$ cat src/hdl/assert_macros.svh
// assertion macros for the matrix stack
`ifndef ASSERT_MACROS_SVH
`define ASSERT_MACROS_SVH

// condition implies consequence in the same cycle
`define ASSERT_IMPL(lbl, clk, rst, a, c) \
   lbl: assert property (@(posedge clk) disable iff (rst) (a) |-> (c)) \
      else $error("assertion failed");

// condition implies consequence in the next cycle
`define ASSERT_NEXT(lbl, clk, rst, a, c) \
   lbl: assert property (@(posedge clk) disable iff (rst) (a) |=> (c)) \
      else $error("assertion failed");

`endif

$ cat src/hdl/fpms_opmem.sv
// operand matrix memory
`timescale 1ns / 1ps
module fpms_opmem (
   input  logic        clock,
   input  logic        wr_en,
   input  logic [3:0]  wr_addr,
   input  logic [31:0] wr_data,
   input  logic [3:0]  rd_addr,
   output logic [31:0] rd_data
);
   logic [31:0] mem [16];

   always_ff @(posedge clock) begin
      if (wr_en) begin
         mem[wr_addr] <= wr_data;
      end
      rd_data <= mem[rd_addr];
   end
endmodule

$ cat config.mk
export PLATFORM = sky130hd
export DESIGN_NAME = fpms_opmem
export DESIGN_NICKNAME = d
export VERILOG_FILES = /design/src/hdl/assert_macros.svh /design/src/hdl/fpms_opmem.sv
export SDC_FILE = /design/constraint.sdc
export NUM_CORES = 1
export LEC_CHECK = 0
export BUFFER_PORTS_ARGS = -buffer_cell sky130_fd_sc_hd__buf_4
export CAP_MARGIN = 20
export CORE_UTILIZATION = 35
export CTS_CLUSTER_DIAMETER = 60
export DETAILED_ROUTE_END_ITERATION = 16
export PLACE_DENSITY = 0.54
export SLEW_MARGIN = 20
export SYNTH_ARGS = -nofsm -noshare
export SYNTH_HDL_FRONTEND = slang
export SYNTH_SLANG_ARGS = --single-unit
$ cat constraint.sdc
create_clock -name clock -period 3.58 [get_ports clock]
set_clock_uncertainty 0.1 [all_clocks]
set_input_delay 0.179 -clock clock [delete_from_list [all_inputs] [get_ports clock]]
set_output_delay 0.179 -clock clock [all_outputs]
set_load 0.01 [all_outputs]
==> results_tabular.tex <==
\begin{tabular}{lr}
\hline
Metric & Value \\
\hline
\multicolumn{2}{l}{\textbf{Outcome}} \\
Run status & finished, final reports clean \\
\multicolumn{2}{l}{\textbf{Timing}} \\
Worst Max-Slew Pin Slew & 1.01 ns \\
Max-slew headroom & 0.326 \\
Final period utilization & 0.608 \\
Final TNS setup & 0 ns \\
Hold Fails Final Rpt & 0 \\
Unrepaired setup endpoints after global routing & false \\
Minimum period implied by the final worst setup slack & 2.18 ns \\
Final count of pins violating max slew & 0 \\
Highest achievable clock rate & 0.459 GHz \\
Final setup violation count & 0 \\
\multicolumn{2}{l}{\textbf{Clock tree}} \\
Clock tree from TritonCTS & built \\
Buffers inserted by post-CTS timing repair & 0 \\
Clock buffer count from CTS & 57 \\
Max H-tree Level & 2 \\
Clock latency on the worst-skew pair & 0.61 ns \\
Root Buffer Master & clkbuf\_16 \\
Max clock buf depth & 3 \\
Clock tree sinks & 544 \\
Clock-pin transition on the worst setup and hold timing paths & 0.06 ns \\
\multicolumn{2}{l}{\textbf{Cells and area}} \\
Final-layout fill cell count & 4803 \\
ANT cells & 0 \\
Most frequent standard cell in the layout excluding fill and tap cells & edfxtp\_1 \\
Layout Nets & 1036 \\
Commonest cells after routing, fill and taps aside & 512 x edfxtp\_1, 128 x mux4\_2, 97 x buf\_4, 64 x a22oi\_1, 58 x clkbuf\_16 \\
Post-layout utilization of the core & 0.428 \\
Fraction of final layout cells with drive strength greater than 1 & 0.327 \\
Area growth from synthesis to layout & 19.8\% \\
\multicolumn{2}{l}{\textbf{Yosys}} \\
Number of register bits inferred by synthesis & 544 \\
Syn\_nets & 880 \\
Leading post-synthesis cells by cell area & edfxtp\_1 77\%, mux4\_2 15\%, dfxtp\_1 3.2\% \\
Avg Cell Area, Syn & 23.7 um2 \\
Yosys warning count & 0 \\
Post-Syn Area & 19900 um2 \\
Unique masters post-synth & 18 \\
Seq/Total Area, Yosys & 0.807 \\
Yosys top cell area share & 0.774 \\
Gate count of the mapped netlist & 838 \\
Most area-hungry cell type in the Yosys netlist & edfxtp\_1 \\
\multicolumn{2}{l}{\textbf{Worst setup path}} \\
Sequence of cells on the critical path & dlygate4sd3\_1 -> buf\_4 -> nand2b\_1 -> nor2\_4 -> buf\_4 \\
Crit. path cell count & 5 \\
Total buffers and inverters traversed by the critical path & 3 \\
Critical Path Source Type & input pin \\
Crit-path max cell delay & 0.67 ns \\
Data arrival at the endpoint of the critical path & 2.34 ns \\
Cell with the largest stage delay on the worst path & nor2\_4 \\
Worst path required time & 3.75 ns \\
Kind of critical path & in2reg \\
Family of cells with the greatest summed delay on the critical path & buffers and inverters \\
Worst Path Max Fanout & 18 \\
Cells on worst reg2reg path & 3 \\
Cell occurring most often along the worst timing path & buf\_4 \\
Critical Path Sink Type & register \\
\multicolumn{2}{l}{\textbf{Placement}} \\
Final GP Congestion & 0.718 \\
Number of port buffers & 73 \\
Detailed-placement wirelength estimate & 23800 um \\
\multicolumn{2}{l}{\textbf{Routing}} \\
Routed length per instance & 24.1 um \\
DR vias/cell & 5.07 \\
Detailed Route Iter0 Violations & 783 \\
Total DRC errors in the routed layout & 0 \\
Highest Signal Layer & met5 \\
Count of antenna-violating nets left after detailed routing & 0 \\
Wire length on met2 & 20200 um \\
DR pass1 iterations & 4 \\
Routed met1 length & 19900 um \\
Routed wire length & 43000 um \\
Met3 routed wirelength & 2110 um \\
Routed via count & 9065 \\
\multicolumn{2}{l}{\textbf{Global route}} \\
Vias in the first global route & 9701 \\
Wire length of the first global-routing pass & 63900 um \\
Total global routing track utilization & 0.153 \\
Initial antenna violation count & 1 \\
Largest net degree at the start of global routing & 38 \\
Sum of overflow across all layers after global routing & 0 \\
\multicolumn{2}{l}{\textbf{Power}} \\
Switching Share & 0.208 \\
Part of the total power dissipated in the clock network & 0.423 \\
Leakage & 7.64 nW \\
Sequential group share of total power & 0.525 \\
Total internal power & 0.0108 W \\
Max rail drop VDD & 0.348 mV \\
Combinational fraction of design power & 0.052 \\
Net switching power & 0.00284 W \\
Power density relative to cell area & 574 nW/um2 \\
\multicolumn{2}{l}{\textbf{Worst hold path}} \\
Path category of the worst min-delay check & in2reg \\
Worst hold path cell count & 3 \\
\multicolumn{2}{l}{\textbf{Floorplanning}} \\
Area of the die & 57700 um2 \\
Number of ports placed on the die boundary & 74 \\
Height of the chip & 240 um \\
Core footprint & 55500 um2 \\
Rows & 86 \\
Effective utilization at floorplan & 0.358 \\
Horizontal die dimension & 240 um \\
\multicolumn{2}{l}{\textbf{Run}} \\
Max Cap Viol & 0 \\
\hline
\end{tabular}
[routing by layer]
| metal | GRT usage | up-vias |
|---|---|---|
| li1 | - | 3893 |
| met4 | 0.0461 | 2 |
| met3 | 0.0268 | 60 |
| met2 | 0.235 | 228 |
| met1 | 0.224 | 4882 |
| met5 | 0 | - |
[metrics by stage]
| step | hold slack, ns | instances | worst slack (ns) | instance area, um2 | total power, W |
|---|---|---|---|---|---|
| after CTS | 0.000744 | 1787 | 1.36 | 23800 | 0.0138 |
| final | 0.0360 | 1787 | 1.40 | 23800 | 0.0137 |
| after global placement | 0.376 | 1649 | 1.17 | 21600 | 0.00798 |
| after global routing | 0.0305 | 1787 | 1.28 | 23800 | 0.0141 |
| after floorplan | 0.178 | 838 | 0.121 | 19900 | 0.00765 |
| after detailed placement | 0.385 | 1649 | 1.13 | 21600 | 0.00799 |
[state kept, by name, indices dropped and copies added (netlist names)]
register / flops
mem: 512
rd_data: 32
[cell type report]
cell class / count / area [um2] / share of cell area
Sequential cell: 544 / 16000 / 0.673
Multi-Input combinational cell: 251 / 3750 / 0.158
Clock buffer: 76 / 1570 / 0.0660
Timing Repair Buffer: 140 / 1240 / 0.0522
Tap cell: 748 / 936 / 0.0394
Clock inverter: 28 / 269 / 0.0113
[power groups by stage]
stage | Combinational [W] | Clock (W) | Sequential (W)
finish | 0.000709 | 0.00578 | 0.00716
global route | 0.000768 | 0.00615 | 0.00717
floorplan | 0.000342 | 0 | 0.00731
CTS | 0.000726 | 0.00592 | 0.00717
detailed placement | 0.000694 | 0 | 0.00730
global placement | 0.000687 | 0 | 0.00730
[timing repair]
action	4_1_cts	5_1_grt
resized for setup	0	0
hold buffers	34	0
hold endpoints to repair	517	0
[worst register-to-register path: stages, from the launching register on]
cell,delay [ns]
edfxtp_1,0.37
mux4_2,0.49
a22oi_1,0.36
nand2_1,0.10
[cell usage after synthesis]
cell	instances
nor2_1	13
nand2_1	33
clkbuf_1	17
nor3_1	4
buf_6	2
nand3b_1	2
a22oi_1	64
nor2b_1	2
buf_2	4
and2_1	1
edfxtp_1	512
nand3_1	1
dfxtp_1	32
nand2b_1	2
mux4_2	128
buf_1	9
or3b_2	1
buf_4	11
[logic make-up (layout without fill, tap and decap cells)]
logic type / count (synthesis) / count (layout) / synth area share
flip-flops: 544 / 544 / 0.807
buffers and inverters: 43 / 244 / 0.0112
AND/OR/NAND/NOR: 59 / 59 / 0.0127
multiplexers: 128 / 128 / 0.145
AO/OA/AOI/OAI: 64 / 64 / 0.0242
[path summary, 6_finish.rpt]
check | from | to | slack [ns]
setup / recovery | wr_addr[0] | mem[9][2] | 1.40
hold / removal | wr_addr[1] | mem[12][31] | 0.04
setup reg to reg | mem[3][19] | rd_data[19] | 2.03
hold reg to reg | mem[15][15] | rd_data[15] | 0.57
Note: power is estimated with default switching activity, not from simulation.
