<file path="src/hdl/assert_macros.svh">
// assertion macros for the matrix stack
`ifndef ASSERT_MACROS_SVH
`define ASSERT_MACROS_SVH

// condition implies consequence in the same cycle
`define ASSERT_IMPL(lbl, clk, rst, a, c) \
   lbl: assert property (@(posedge clk) disable iff (rst) (a) |-> (c)) \
      else $error("assertion failed");

// condition implies consequence in the next cycle
`define ASSERT_NEXT(lbl, clk, rst, a, c) \
   lbl: assert property (@(posedge clk) disable iff (rst) (a) |=> (c)) \
      else $error("assertion failed");

`endif

</file>
<file path="src/hdl/fpms_pkg.sv">
// shared types, codes and helpers of the matrix stack
`timescale 1ns / 1ps
package fpms_pkg;
   localparam int MODELVIEW_DEPTH_DEF  = 16;
   localparam int PROJECTION_DEPTH_DEF = 2;
   localparam logic [31:0] FIX_ONE = 32'h0001_0000;

   typedef enum logic [3:0] {
      FUNC_WRITE  = 4'd0,
      FUNC_LOAD   = 4'd1,
      FUNC_IDENT  = 4'd2,
      FUNC_PUSH   = 4'd3,
      FUNC_POP    = 4'd4,
      FUNC_MUL    = 4'd5,
      FUNC_SCALE  = 4'd6,
      FUNC_TRANS  = 4'd7,
      FUNC_XFORM4 = 4'd8,
      FUNC_XFORM3 = 4'd9
   } func_type;

   localparam logic [1:0] STATUS_OK        = 2'd0;
   localparam logic [1:0] STATUS_OVERFLOW  = 2'd1;
   localparam logic [1:0] STATUS_UNDERFLOW = 2'd2;

   typedef struct packed {
      logic       valid;
      logic       first;
      logic       last;
      logic [3:0] idx;
   } mac_tag_type;

   function automatic logic [31:0] ident_elem(input logic [3:0] e);
      ident_elem = (e[1:0] == e[3:2]) ? FIX_ONE : 32'd0;
   endfunction
endpackage

</file>
<file path="src/hdl/fpms_mac.sv">
// pipelined 16.16 multiply-accumulate unit
`timescale 1ns / 1ps
module fpms_mac (
   input  logic                  clock,
   input  logic                  reset,
   input  fpms_pkg::mac_tag_type issue_tag,
   input  logic signed [31:0]    issue_a,
   input  logic signed [31:0]    issue_b,
   input  logic                  issue_use_mem,
   input  logic signed [31:0]    mem_data,
   output logic                  res_valid,
   output logic [3:0]            res_idx,
   output logic [31:0]           res_data,
   output logic                  busy
);
   import fpms_pkg::*;
   mac_tag_type        tag1_ff, tag2_ff;
   logic signed [31:0] a1_ff, b1_ff, b2;
   logic               use1_ff;
   logic signed [63:0] prod;
   logic [31:0]        prod_ff, acc_ff, acc_in;

   always_ff @(posedge clock) begin
      if (reset) begin
         tag1_ff <= '0;
         tag2_ff <= '0;
      end else begin
         tag1_ff <= issue_tag;
         tag2_ff <= tag1_ff;
      end
   end

   assign b2   = use1_ff ? mem_data : b1_ff;
   assign prod = a1_ff * b2;

   always_ff @(posedge clock) begin
      a1_ff   <= issue_a;
      b1_ff   <= issue_b;
      use1_ff <= issue_use_mem;
      prod_ff <= prod[47:16];
      if (tag2_ff.valid) acc_ff <= acc_in;
   end

   assign acc_in    = (tag2_ff.first ? 32'd0 : acc_ff) + prod_ff;
   assign res_valid = tag2_ff.valid && tag2_ff.last;
   assign res_idx   = tag2_ff.idx;
   assign res_data  = acc_in;
   assign busy      = tag1_ff.valid || tag2_ff.valid;
endmodule

</file>
<file path="config.mk">
export PLATFORM = sky130hd
export DESIGN_NAME = fpms_mac
export DESIGN_NICKNAME = d
export VERILOG_FILES = /design/src/hdl/assert_macros.svh /design/src/hdl/fpms_pkg.sv /design/src/hdl/fpms_mac.sv
export SDC_FILE = /design/constraint.sdc
export NUM_CORES = 2
export LEC_CHECK = 0
export BUFFER_PORTS_ARGS = -buffer_cell sky130_fd_sc_hd__clkbuf_2
export CAP_MARGIN = 10
export CELL_PAD_IN_SITES_DETAIL_PLACEMENT = 0
export CELL_PAD_IN_SITES_GLOBAL_PLACEMENT = 2
export CORE_MARGIN = 2
export CORE_UTILIZATION = 46
export DETAILED_ROUTE_END_ITERATION = 10
export GPL_ROUTABILITY_DRIVEN = 0
export GPL_TIMING_DRIVEN = 0
export PLACE_DENSITY_LB_ADDON = 0.05
export SYNTH_ARGS = -nofsm -noshare
export SYNTH_HDL_FRONTEND = slang
export SYNTH_SLANG_ARGS = --single-unit
</file>
<file path="constraint.sdc">
create_clock -name clock -period 12.77 [get_ports clock]
set_input_delay 1.277 -clock clock [delete_from_list [all_inputs] [get_ports clock]]
set_output_delay 1.277 -clock clock [all_outputs]
set_load 0.02 [all_outputs]
</file>
==> metrics.cfg <==
[run_status]
outcome=completed

[timing]
finalCritPeriodShare_pct=79.9
timing.final.max_slew_violations=0
timing.final.ws_setup_ns=2.56
setup-violations-final=0
fin_setup_tns_ns=0
worst_clock_skew_ns=0.0192
timing_worst_slew_pin_value_ns=1.27
timing.fmax_mhz=98.0
timing_hold_violations_final=0
grt_setup_unrepaired=false
slew-limit-headroom_pct=13.0
final_period_minus_worst_setup_slack_ns=10.21

[global_routing]
grt_use_met2_pct=53.5
via_count_of_the_first_global_routing_pass=27400
grt_start_max_net_pins=35
overflow=0
antenna_found_initial=12
top_usage_layer=met2
grt_util_all_layers_pct=32.8
use_met3_pct=5.47
grt_first_pass_wirelength_mm=175
grt_met1_use_pct=41.3

[final_layout]
ff_latch_area_um2=3180
filler_instances=7032
finish.cell_count_without_fillers=4661
layout.cell_area.non_filler_um2=36400
flow.area_growth_from_synthesis_pct=7.37
final_net_count=4818
multi_input_comb_area_um2=27100
layout-drive-gt1-share_pct=6.20

[synthesis]
ys_seq_area_share_pct=9.40
synth_area_leaders=sky130_fd_sc_hd__fa_1, sky130_fd_sc_hd__inv_1, sky130_fd_sc_hd__ha_1, sky130_fd_sc_hd__and2_1, sky130_fd_sc_hd__dfxtp_1
postSynthCellCount=3517
synth_net_count=4656
ys_ff_latch=143
synthFlopType=sky130_fd_sc_hd__dfxtp_1
post_synth_instance_area_um2=33900
synth.most_common_cell=sky130_fd_sc_hd__fa_1
synth_edf_count=32
ys.warnings.count=0
synth_top_area_share_pct=49.6
netlist-cell-type-count=63
synth_commonest_cells=sky130_fd_sc_hd__fa_1, sky130_fd_sc_hd__inv_1, sky130_fd_sc_hd__nand2_1, sky130_fd_sc_hd__and2_1, sky130_fd_sc_hd__ha_1
synth_top_area_cell=sky130_fd_sc_hd__fa_1
syn-mean-instance-area_um2=9.63
synth_async_sr_flop_share_pct=0

[critical_path]
path_common_cell=sky130_fd_sc_hd__fa_1
cpPeakStageDelay_ns=1.08
critical_path_s_slowest_cell=sky130_fd_sc_hd__a2111oi_0
timing.critical_path.required_ns=13.12
timing.setup.critical_path_class=reg2reg
end_kind=register
critical_path.startpoint_type=register
worst-path-max-fanout=10
critPathArrivalTime_ns=10.56

[place]
buffers_on_ports=143
hpwl_mm=100
place_worst_setup_slack_ns=2.64
numPlacedInstances=4619
placement.cell_area_um2=35800

[flow_run]
max_cap_viol_count=0

[clocking]
cts-root-to-sink-buffers=2
cts_setup_buffers=0
cts.root.buffer_cell=sky130_fd_sc_hd__clkbuf_16
cts.htree.levels=4
cts_tree=yes
clkTransAtPathRegs_ns=0.08
numClockSinks=143
clk_latency_ns=0.51
cts_resized=0
cts_inserted_buffers=17
holdBufCountCts=0

[die]
design.die.area_um2=75800
die_ht_um=275
std_cell_rows=99
die_width_um=275
floorplan.initialDensity_pct=46.4
coreArea_um2=73000
boundaryPins=144

[routing]
ant_nets=0
dr.pass1.iters=5
routed-via-count=24700
dr.first_iter.drc_count=1634
routed_wirelength_mm=118
avgRoutedWirePerCell_um=25.2
post_drt_via_cell_ratio=5.31
drcViolationCount=0

[hold_path]
min_path_type=reg2reg

worst paths after layout:
path / from / to / slack, ns / depth (start not counted)
max reg2reg: use1_ff / prod_ff[24] / 2.56 / 28
min: tag1_ff[5] / tag2_ff[5] / 0.44 / 1
min reg2reg: tag1_ff[5] / tag2_ff[5] / 0.44 / 1
max: use1_ff / prod_ff[24] / 2.56 / 28
cells in the final DEF (no fill, tap or decap), types with 6 or more instances in the layout:
| master | instances |
|---|---|
| sky130_fd_sc_hd__clkbuf_2 | 143 |
| sky130_fd_sc_hd__xor2_1 | 19 |
| sky130_fd_sc_hd__clkbuf_16 | 17 |
| sky130_fd_sc_hd__nand2b_1 | 6 |
| sky130_fd_sc_hd__a211oi_1 | 6 |
| sky130_fd_sc_hd__nor3_1 | 11 |
| sky130_fd_sc_hd__dfxtp_1 | 110 |
| sky130_fd_sc_hd__mux2_2 | 29 |
| sky130_fd_sc_hd__a21oi_1 | 51 |
| sky130_fd_sc_hd__diode_2 | 10 |
| sky130_fd_sc_hd__a21o_1 | 23 |
| sky130_fd_sc_hd__or2_2 | 7 |
| sky130_fd_sc_hd__nand3_1 | 11 |
| sky130_fd_sc_hd__nand2_1 | 490 |
| sky130_fd_sc_hd__xnor2_1 | 79 |
| sky130_fd_sc_hd__o21ai_0 | 33 |
| sky130_fd_sc_hd__nor2_1 | 53 |
| sky130_fd_sc_hd__ha_1 | 194 |
| sky130_fd_sc_hd__o21a_1 | 14 |
| sky130_fd_sc_hd__edfxtp_1 | 32 |
| sky130_fd_sc_hd__nor2b_1 | 111 |
| sky130_fd_sc_hd__and2_1 | 368 |
| sky130_fd_sc_hd__fa_1 | 839 |
| sky130_fd_sc_hd__inv_1 | 774 |
| sky130_fd_sc_hd__o21bai_1 | 6 |
| sky130_fd_sc_hd__nand4_1 | 6 |
| sky130_fd_sc_hd__clkbuf_1 | 167 |
| sky130_fd_sc_hd__and3_1 | 7 |
routing by layer:
metal / share of wire (%) / vias to the layer above
met4: 6.7 / 0
met2: 47 / 1041
met5: 0 / -
met1: 39 / 12900
met3: 6.8 / 280
li1: - / 10600
kinds of logic after synthesis:
group | share of synthesized area, %
xor gates and xnor gates | 2.60
adders and majority gates | 56.8
DFF | 9.40
and+or+nand+nor | 16.1
AOI/OAI and AO/OA | 3.49
buffers and inverters | 10.6
muxes | 1.08
worst max-delay path: cells and delay by family, from the launching register on:
family	cells	cell delay, ns
muxes	1	0.45
adders and majority gates	9	3.89
buffers and inverters	9	2.10
AOI/OAI and AO/OA	6	2.76
DFF	1	0.33
and+or+nand+nor	3	0.50
layout make-up:
type,count,area share (%)
clock inverters,14,0.341
clock buffers,18,1.18
inverters,774,7.99
multi-input cells,2424,74.5
plain buffers,176,1.89
flip-flops and latches,143,8.76
diodes,10,0.0688
repair buffers,143,1.97
well taps,959,3.30
flip-flops by register name (all words and copies together) (netlist names):
| name | cells |
|---|---|
| tag2_ff | 3 |
| res_idx | 4 |
| b1_ff | 32 |
| use1_ff | 1 |
| a1_ff | 32 |
| tag1_ff | 7 |
| prod_ff | 32 |
| acc_ff | 32 |
through the flow:
stage	hold slack [ns]	utilization, %
global placement	0.419	49.0
finish	0.438	49.8
detailed placement	0.423	49.0
floorplan	0.414	-
CTS	0.442	49.8
global route	0.460	49.8
Power is left out: the tool's default activity adds up to more than one toggle a clock period on the data nets, which glitch-free logic cannot reach.
